`src/rtl/lsm_pkg.sv`:
```
`timescale 1ns / 1ps
// ----------------------------------------------------------------------------
// lsm_pkg
// Shared types and constants for the LRU slot mapper.
// ----------------------------------------------------------------------------
package lsm_pkg;

    // field widths fixed by the interface
    localparam int ID_W   = 32;
    localparam int SLOT_W = 4;
    localparam int CAP_W  = 5;

    // build defaults
    localparam int SLOTS_DEFAULT = 16;
    localparam int CAP_RESET     = 16;

    // request kinds
    typedef enum logic {
        REQ_LOOKUP = 1'b0,
        REQ_INSERT = 1'b1
    } req_type_t;

endpackage

```
`src/rtl/lsm_search.sv`:
```
`timescale 1ns / 1ps
// ----------------------------------------------------------------------------
// lsm_search
// Parallel compare of a key against all live slots, plus location of the
// least recent live slot and the id it holds.
// ----------------------------------------------------------------------------
module lsm_search #(
    parameter int SLOTS = lsm_pkg::SLOTS_DEFAULT
) (
    input  logic [lsm_pkg::ID_W-1:0]       key,
    input  logic [lsm_pkg::ID_W-1:0]       ids      [SLOTS],
    input  logic [$clog2(SLOTS)-1:0]       rec      [SLOTS],
    input  logic [$clog2(SLOTS+1)-1:0]     fill,
    output logic                           hit,
    output logic [$clog2(SLOTS)-1:0]       hit_idx,
    output logic [$clog2(SLOTS)-1:0]       hit_rank,
    output logic [$clog2(SLOTS)-1:0]       lru_idx,
    output logic [lsm_pkg::ID_W-1:0]       lru_id
);

    localparam int IW = $clog2(SLOTS);
    localparam int CW = $clog2(SLOTS + 1);

    logic [CW-1:0] oldest_full;
    logic [IW-1:0] oldest_rank;
    logic [SLOTS-1:0] live;
    logic [SLOTS-1:0] match;
    logic [SLOTS-1:0] oldest;

    // rank held by the least recent live entry
    assign oldest_full = fill - CW'(1);
    assign oldest_rank = oldest_full[IW-1:0];

    // per-slot compare; live ids are unique so at most one match
    always_comb
    begin
        for (int i = 0; i < SLOTS; i++)
        begin
            live[i]   = (CW'(i) < fill);
            match[i]  = live[i] && (ids[i] == key);
            oldest[i] = live[i] && (rec[i] == oldest_rank);
        end
    end

    // one-hot to index and data by or-reduction
    always_comb
    begin
        hit_idx  = '0;
        hit_rank = '0;
        lru_idx  = '0;
        lru_id   = '0;
        for (int i = 0; i < SLOTS; i++)
        begin
            if (match[i])
            begin
                hit_idx  = hit_idx | IW'(i);
                hit_rank = hit_rank | rec[i];
            end
            if (oldest[i])
            begin
                lru_idx = lru_idx | IW'(i);
                lru_id  = lru_id | ids[i];
            end
        end
    end

    assign hit = |match;

endmodule

```
`src/rtl/lru_slot_mapper_core.sv`:
```
`timescale 1ns / 1ps
// ----------------------------------------------------------------------------
// lru_slot_mapper_core
// Fully associative LRU map from a block id to a buffer slot position.
// ----------------------------------------------------------------------------
// Usage:
//   A request (req_type, block_id) is taken at a clock edge with start high
//   and busy low; busy never rises, so one request can enter every cycle.
//   The request is registered, then the compare over all live slots, the
//   rank update and the store write happen in the following cycle, which
//   also loads the result register. done is high for one cycle with hit,
//   slot, evicted and evicted_block. Throughput is one request per cycle,
//   set by the combinational compare and rank update across all slots.
//   The capacity register is written through cfg_valid/cfg_ready (always
//   ready); the user must write it only while no request is in flight, and
//   the block itself does not enforce this. Each write clamps the value to
//   1..SLOTS and empties the map.
//   Reset empties the map and sets capacity to its reset value; no clearing
//   pass runs, the block takes requests right after reset.
//   done is a strobe; the receiver cannot stall it.
// ----------------------------------------------------------------------------
module lru_slot_mapper_core #(
    parameter int SLOTS = lsm_pkg::SLOTS_DEFAULT
) (
    input  logic                         clk,
    input  logic                         rst_n,
    // request channel
    input  logic                         start,
    output logic                         busy,
    input  logic                         req_type,
    input  logic [lsm_pkg::ID_W-1:0]     block_id,
    // capacity write channel
    input  logic                         cfg_valid,
    output logic                         cfg_ready,
    input  logic [lsm_pkg::CAP_W-1:0]    cfg_data,
    // result channel
    output logic                         done,
    output logic                         hit,
    output logic [lsm_pkg::SLOT_W-1:0]   slot,
    output logic                         evicted,
    output logic [lsm_pkg::ID_W-1:0]     evicted_block
);

    localparam int IW = $clog2(SLOTS);
    localparam int CW = $clog2(SLOTS + 1);
    localparam int XW = (CW > lsm_pkg::CAP_W) ? CW : lsm_pkg::CAP_W;
    localparam logic [CW-1:0] CAP_INIT =
        CW'((lsm_pkg::CAP_RESET > SLOTS) ? SLOTS : lsm_pkg::CAP_RESET);

    // request register
    logic                     req_valid_reg;
    lsm_pkg::req_type_t       req_kind_reg;
    logic [lsm_pkg::ID_W-1:0] req_id_reg;

    // map state
    logic [lsm_pkg::ID_W-1:0] id_reg   [SLOTS];
    logic [lsm_pkg::ID_W-1:0] id_next  [SLOTS];
    logic [IW-1:0]            rec_reg  [SLOTS];
    logic [IW-1:0]            rec_next [SLOTS];
    logic [CW-1:0]            fill_reg;
    logic [CW-1:0]            fill_next;
    logic [CW-1:0]            cap_reg;
    logic [CW-1:0]            cap_next;

    // result register
    logic                     done_reg;
    logic                     done_next;
    logic                     hit_reg;
    logic                     hit_next;
    logic [lsm_pkg::SLOT_W-1:0] slot_reg;
    logic [lsm_pkg::SLOT_W-1:0] slot_next;
    logic                     evicted_reg;
    logic                     evicted_next;
    logic [lsm_pkg::ID_W-1:0] evblk_reg;
    logic [lsm_pkg::ID_W-1:0] evblk_next;

    // search results
    logic                     s_hit;
    logic [IW-1:0]            s_hit_idx;
    logic [IW-1:0]            s_hit_rank;
    logic [IW-1:0]            s_lru_idx;
    logic [lsm_pkg::ID_W-1:0] s_lru_id;

    // update control
    logic                     do_touch;
    logic [IW-1:0]            touch_idx;
    logic [IW-1:0]            touch_rank;
    logic [CW-1:0]            oldest_full;
    logic                     has_room;
    logic [IW-1:0]            fill_idx;
    logic                     cfg_write;
    logic [XW-1:0]            cfg_wide;

    assign busy      = 1'b0;
    assign cfg_ready = 1'b1;
    assign cfg_write = cfg_valid && cfg_ready;

    assign oldest_full = fill_reg - CW'(1);
    assign has_room    = (fill_reg < cap_reg);
    assign fill_idx    = fill_reg[IW-1:0];

    // parallel compare over the live slots
    lsm_search #(
        .SLOTS (SLOTS)
    ) u_search (
        .key      (req_id_reg),
        .ids      (id_reg),
        .rec      (rec_reg),
        .fill     (fill_reg),
        .hit      (s_hit),
        .hit_idx  (s_hit_idx),
        .hit_rank (s_hit_rank),
        .lru_idx  (s_lru_idx),
        .lru_id   (s_lru_id)
    );

    // capacity clamp to 1..SLOTS
    assign cfg_wide = XW'(cfg_data);

    always_comb
    begin
        priority if (cfg_wide == '0)
            cap_next = CW'(1);
        else if (cfg_wide > XW'(SLOTS))
            cap_next = CW'(SLOTS);
        else
            cap_next = cfg_wide[CW-1:0];
    end

    // request decode: which slot moves to the front, and the result
    always_comb
    begin
        do_touch     = 1'b0;
        touch_idx    = s_hit_idx;
        touch_rank   = s_hit_rank;
        done_next    = req_valid_reg;
        hit_next     = s_hit;
        slot_next    = '0;
        evicted_next = 1'b0;
        evblk_next   = '0;
        if (req_valid_reg)
        begin
            priority if (s_hit)
            begin
                do_touch  = 1'b1;
                slot_next = lsm_pkg::SLOT_W'(s_hit_idx);
            end
            else if (req_kind_reg == lsm_pkg::REQ_INSERT)
            begin
                if (has_room)
                begin
                    slot_next = lsm_pkg::SLOT_W'(fill_idx);
                end
                else
                begin
                    do_touch     = 1'b1;
                    touch_idx    = s_lru_idx;
                    touch_rank   = oldest_full[IW-1:0];
                    slot_next    = lsm_pkg::SLOT_W'(s_lru_idx);
                    evicted_next = 1'b1;
                    evblk_next   = s_lru_id;
                end
            end
            else
            begin
                slot_next = '0;
            end
        end
    end

    // next state of the store, ranks and fill count
    always_comb
    begin
        fill_next = fill_reg;
        for (int i = 0; i < SLOTS; i++)
        begin
            id_next[i]  = id_reg[i];
            rec_next[i] = rec_reg[i];
        end
        if (cfg_write)
        begin
            fill_next = '0;
            for (int i = 0; i < SLOTS; i++)
            begin
                rec_next[i] = '0;
            end
        end
        else if (req_valid_reg)
        begin
            if (do_touch)
            begin
                // entries more recent than the touched one age by one
                for (int i = 0; i < SLOTS; i++)
                begin
                    if ((CW'(i) < fill_reg) && (rec_reg[i] < touch_rank))
                        rec_next[i] = rec_reg[i] + IW'(1);
                end
                rec_next[touch_idx] = '0;
                if (!s_hit)
                    id_next[touch_idx] = req_id_reg;
            end
            else if (!s_hit && (req_kind_reg == lsm_pkg::REQ_INSERT) && has_room)
            begin
                // fill the next free slot, every live entry ages
                for (int i = 0; i < SLOTS; i++)
                begin
                    if (CW'(i) < fill_reg)
                        rec_next[i] = rec_reg[i] + IW'(1);
                end
                rec_next[fill_idx] = '0;
                id_next[fill_idx]  = req_id_reg;
                fill_next          = fill_reg + CW'(1);
            end
        end
    end

    // control state
    always_ff @(posedge clk or negedge rst_n)
    begin
        if (!rst_n)
        begin
            req_valid_reg <= 1'b0;
            done_reg      <= 1'b0;
            fill_reg      <= '0;
            cap_reg       <= CAP_INIT;
            for (int i = 0; i < SLOTS; i++)
            begin
                rec_reg[i] <= '0;
            end
        end
        else
        begin
            req_valid_reg <= start && !busy;
            done_reg      <= done_next;
            fill_reg      <= fill_next;
            if (cfg_write)
                cap_reg <= cap_next;
            for (int i = 0; i < SLOTS; i++)
            begin
                rec_reg[i] <= rec_next[i];
            end
        end
    end

    // payload registers
    always_ff @(posedge clk)
    begin
        if (start && !busy)
        begin
            req_kind_reg <= lsm_pkg::req_type_t'(req_type);
            req_id_reg   <= block_id;
        end
        for (int i = 0; i < SLOTS; i++)
        begin
            id_reg[i] <= id_next[i];
        end
        hit_reg     <= hit_next;
        slot_reg    <= slot_next;
        evicted_reg <= evicted_next;
        evblk_reg   <= evblk_next;
    end

    assign done          = done_reg;
    assign hit           = hit_reg;
    assign slot          = slot_reg;
    assign evicted       = evicted_reg;
    assign evicted_block = evblk_reg;

endmodule
```
`config.mk`:
```
export PLATFORM = sky130hd
export DESIGN_NAME = lru_slot_mapper_core
export DESIGN_NICKNAME = d
export VERILOG_FILES = /design/src/rtl/lsm_pkg.sv /design/src/rtl/lsm_search.sv /design/src/rtl/lru_slot_mapper_core.sv
export SDC_FILE = /design/constraint.sdc
export NUM_CORES = 2
export LEC_CHECK = 0
export ABC_AREA = 0
export BUFFER_PORTS_ARGS = -buffer_cell sky130_fd_sc_hd__buf_2
export CORE_MARGIN = 4
export CORE_UTILIZATION = 58
export DETAILED_ROUTE_END_ITERATION = 8
export PLACE_DENSITY = 0.78
export SLEW_MARGIN = 10
export SYNTH_ARGS = -nofsm -noshare
export SYNTH_HDL_FRONTEND = slang
export SYNTH_HIERARCHICAL = 1
export SYNTH_SLANG_ARGS = --single-unit
```
`constraint.sdc`:
```
create_clock -name clk -period 6.9 [get_ports clk]
set_clock_uncertainty 0.1 [all_clocks]
set_input_delay 0.69 -clock clk [delete_from_list [all_inputs] [get_ports clk]]
set_output_delay 0.69 -clock clk [all_outputs]
set_load 0.05 [all_outputs]
```
# == Yosys cells after proc, flatten, opt, wreduce, memory -nomap -nowiden ==
# Cells that the tools add are included.
# word_totals
register_bits,659
inputBits,42
output_inout_bits,41
elab_cells,479
# classes
addsub,18
n_lt_le_gt_ge,38
n_eq_ne,34
muxes,244
n_bitwise,39
n_reduce_logical,64
# op_table
cell,n
$mux 512,3
$bwmux 512,2
$mux 4,189
$mux 32,18
$eq 32x32->1,16
$or 32x32->32,15
$demux 32 s4,2
$mux 64,4
$and 64x64->64,2
$not 64->64,2
$add 4x1->4 const B,16
$eq 4x4->1,16
$lt 4x4->1,16
$or 4x4->4,15
$logic_and 1x1->1,52
$lt 4x5->1 const A,8
$demux 4 s4,2
$mux 5,6
$mux 3,8
$lt 3x5->1 const A,4
$reduce_or 19->1,1
$reduce_or 17->1,1
$reduce_or 16->1,1
$ge 5x5->1 const B,2
other kinds (19),36

# == Depth between registers and ports, before layout ==
# depth
ltp_word,47
depth_mapped,25
depth_no_buf,19

# == Modules after synthesis ==
# The synthesis kept the hierarchy.
# modules_own_cells
mod,instances,cells_per_inst,area_per_inst_um2,seq_area_each_um2
lru_slot_mapper_core,1,2086,27909.3,19029.5
lsm_search,1,1479,11207.0,0.0

# == Worst setup path after synthesis ==
# No wires, ideal clock.
# synth_timing
path_kind,register to register
start,reg fill_reg[0]
end,"reg id_reg[224] (netlist bit), enable pin"
setup_time_ps,461
arrival_time_ps,5949
t_required_ps,6339
slack_ps,390
stages_incl_launch_ff,20
n_path_buf,9
path_cell_list,dfrtp_1 > buf_2 > buf_6 > buf_6 > inv_1 > ha_1 > buf_4 > buf_2 > xnor2_1 > nor4_1 > and2_1 > buf_2 > buf_4 > buf_4 > nor4_1 > nand3_1 > or2_2 > buf_1 > o311a_1 > nor3_1
# synth_between
elab_chain_len,8
elab_cells_between_ends,44
# synth_rtl
item,line,text
"start, declared",lru_slot_mapper_core.sv:60,logic [CW-1:0] fill_reg;
"start signal, assigned",lru_slot_mapper_core.sv:235,fill_reg <= fill_next;
"parallel branches: the longest is 7 deep, another holds $lt 1x5->1",--,
$reduce_and 4->1 (no line) (*),--,
"end signal, assigned by index",lru_slot_mapper_core.sv:255,id_reg[i] <= id_next[i];
"end, declared",lru_slot_mapper_core.sv:56,logic [lsm_pkg::ID_W-1:0] id_reg [SLOTS];
# Mark *: on every way between the ends.
# A chain may end at the register's enable or synchronous reset.

# == Final worst setup path ==
# layout_timing
start,reg req_id_reg[1] (netlist bit)
end,"reg id_reg[425] (netlist bit), enable pin"
# layout_between
elab_chain_len,8
elab_cells_between_ends,41
# layout_rtl
item,line,text
"start, declared",lru_slot_mapper_core.sv:53,logic [lsm_pkg::ID_W-1:0] req_id_reg;
"start signal, assigned",lru_slot_mapper_core.sv:251,req_id_reg <= block_id;
$eq 32x32->1,lsm_search.sv:40,match[i] = live[i] && (ids[i] == key);
$logic_and 1x1->1,lsm_search.sv:40,
$reduce_or 16->1 (*),lsm_search.sv:67,assign hit = |match;
net hit_next,lru_slot_mapper_core.sv:69,logic hit_next;
"parallel branches: the longest is 4 deep, another holds $ne 2x2->1",--,
$reduce_and 4->1 (no line) (*),--,
# Mark *: on every way through the listed nets, which the timed path passes.

==> results_dict.tcl <==
set metrics [dict create \
    ys_types 99 \
    syn_inst 3565 \
    ir_drop_v 0.000212 \
    p_leak_nw 17.1 \
    synth_commonest_cells "edfxtp_1 (545), xor2_1 (519), and2_1 (444)" \
    slew_viol_final 0 \
    yosys-top-cells-area "edfxtp_1 (42%), xor2_1 (12%), and2_1 (7.1%)" \
    ys_seq_area_frac 0.486 \
    timing.rr.start "req_id_reg[1]" \
    finish.utilization 0.676 \
    worst-r2r-cell-count 15 \
    wl_per_cell_um 41.2 \
    crit_path_start_kind "register" \
    max_stage_delay_ns 0.99 \
    cts.sinks 659 \
    rows 94 \
    finalNonFillerCells 4659 \
    synth_top_cell_area_share 0.418 \
    cp_num_buf_inv 3 \
    synth_nets 3681 \
    fin_hold_ws_ns 0.117 \
    setup_tns_ns 0 \
    async_reset_ff_frac 0.115 \
    yosysMostFrequentCell "edfxtp_1" \
    worst_pin_slew_ns 1.26 \
    r2r_slack_ns 0.04 \
    die_area_um2 71700 \
    fp.dieH_um 268 \
    clk_latency_ns 0.64 \
    avgSynthCellArea_um2 11.0 \
    io_pins 83 \
    cts_tree "yes" \
    hp-class "in2async" \
    synth_warnings 6 \
    gr-total-overflow 0 \
    hold_viol 0 \
    syn-cell-area_um2 39100 \
    cp_top_family "simple AND/OR/NAND/NOR gates" \
    period_needed_ns 6.86 \
    cts.path.max_buffers 3 \
    numPortBuffers 80 \
    vias 34900 \
    cp_slowest_cell "nor2b_4" \
    path_clk_slew_ns 0.06 \
    synth_edf_count 545 \
    dp_hpwl_mm 136 \
    drt_iter0_drc 7223 \
    grt_pass1_wl_mm 258 \
    wl_mm 192 \
    final_antenna_net_count 0 \
    critPathMostFrequentCell "buf_4" \
    htreeDepth 3 \
    critPathRequiredTime_ns 7.14 \
    dp_cells 4510 \
    maxCapViolCount 0 \
    cp_max_fo 19 \
    cp.arrival_ns 7.10 \
    run_status "completed" \
    grt_pass1_vias 31800 \
    viasPerCell 7.49 \
    synth_top_area_cell "edfxtp_1" \
    ys_ff_latch 659 \
    slew_headroom 0.140 \
    crit_chain "buf_4 > xor2_1 > nor4_1 > nand4_1 > nor3_1 > a2111oi_0 > nand4_1 > nand3b_1 > buf_4 > o31a_1 > or4_1 > and2_1 > a21oi_4 > nor2b_4 > buf_4" \
    worst-setup-path-type "reg2reg" \
    dieWidth_um 268 \
    start_util 0.590 \
    setup_viol_count_final 0 \
    startpoint "req_id_reg[1]" \
    fmax_mhz 146 \
    drive_gt1_frac 0.148 \
    syn_to_final_growth_pct 14.7 \
    rsz0062_at_grt "no" \
    synth_flop_cell "edfxtp_1" \
    fin_nets 3838 \
    place.gp.congestion 1.19 \
    cp_num_cells 15 \
    p_total_mw 10.3 \
    firstDrtPassIters 7 \
    grt_max_degree 77 \
    largest_reg_flops 512 \
    critPathCaptureType "register" \
    cts_buffers 74 \
    track_usage 0.526 \
    drcViolationCount 0 \
    period_share 0.995 \
    antenna_found_initial 21 \
    reg2reg_to "id_reg[425]" \
    core-area_um2 66300 \
    root_buffer "clkbuf_16" \
    fillCellCount 4890 \
    power_density_nw_per_um2 229 \
]
## report_power, final
part,internal [mW],switching [mW],leakage (nW)
combinational,0.421,0.983,9.31
clock,2.67,1.77,1.33
sequential,4.36,0.0916,6.43
total,7.45,2.85,17.1
## worst reg2reg max path, stage by stage, from the launching register on
cell and delay [ns]:
edfxtp_1 0.51, buf_4 0.25, xor2_1 0.89, nor4_1 0.28, nand4_1 0.31, nor3_1 0.11, a2111oi_0 0.49, nand4_1 0.38
nand3b_1 0.29, buf_4 0.17, o31a_1 0.49, or4_1 0.57, and2_1 0.20, a21oi_4 0.12, nor2b_4 0.99, buf_4 0.39
## layout make-up
type | count | area (µm²) | area share
Clock inverter | 43 | 662 | 0.0148
Multi-Input combinational cell | 2592 | 18900 | 0.422
Sequential cell | 659 | 19000 | 0.424
Tap cell | 864 | 1080 | 0.0241
Antenna cell | 11 | 27.5 | 0.000614
Inverter | 44 | 165 | 0.00368
Clock buffer | 95 | 2060 | 0.0460
Timing Repair Buffer | 351 | 2900 | 0.0647
## worst max-delay path by stage
| stage | end | slack (ns) |
|---|---|---|
| after global routing | rec_reg[3] | 0.07 |
| after detailed placement | id_reg[424] | 0.57 |
| after floorplan | id_reg[224] | 0.39 |
| after global placement | rec_reg[48] | 0.41 |
| after CTS | id_reg[432] | 0.55 |
| final | id_reg[425] | 0.04 |
## cell usage in the layout (no fill, tap or decap), types with 16 or more instances in the layout
cell	count
xor2_1	519
buf_2	79
nor2b_1	41
o21ai_0	56
nor4_1	160
a221oi_1	57
a22o_1	85
dfxtp_1	38
a222oi_1	21
nand4_1	76
and4_1	20
xnor3_1	17
edfxtp_1	545
buf_4	235
nand2_1	140
o21a_1	18
a22oi_1	64
a21oi_1	57
ha_1	74
xnor2_1	41
and2_1	445
nand3_1	121
clkbuf_16	76
and3_1	107
nor3_1	95
inv_1	43
dfrtp_1	74
buf_12	37
nor2_1	90
nand2b_1	16
## stage by stage
stage	instance area, µm²	worst slack, ns
6_report	44900	0.0357
5_1_grt	44800	0.0742
3_5_place_dp	42100	0.567
3_3_place_gp	42100	0.412
4_1_cts	44800	0.553
2_1_floorplan	39100	0.390
## per-layer routing
| layer | vias to the layer above | GRT usage | routed length, µm |
|---|---|---|---|
| li1 | 13500 | - | - |
| met1 | 16800 | 0.648 | 64300 |
| met4 | 20 | 0.361 | 19000 |
| met3 | 1035 | 0.268 | 34000 |
| met2 | 3573 | 0.714 | 74100 |
| met5 | - | 0 | 285 |
## repair_timing
item	CTS	global route
hold buffers	0	0
setup endpoints to repair	0	3
gates resized for setup	0	1
setup buffers	0	0
## cells by family (layout without fill, tap and decap cells)
| group | count (synthesis) | count (layout) | share of synthesized area |
|---|---|---|---|
| and+or+nand+nor | 1390 | 1390 | 0.203 |
| DFF | 659 | 659 | 0.486 |
| adders and majority gates | 74 | 74 | 0.0237 |
| AOI/OAI and AO/OA | 522 | 522 | 0.104 |
| other | 2 | 13 | 0.000192 |
| xor gates and xnor gates | 587 | 587 | 0.141 |
| buffers and inverters | 314 | 533 | 0.0363 |
| muxes | 17 | 17 | 0.00496 |
Power figures use the tool's default switching activity.
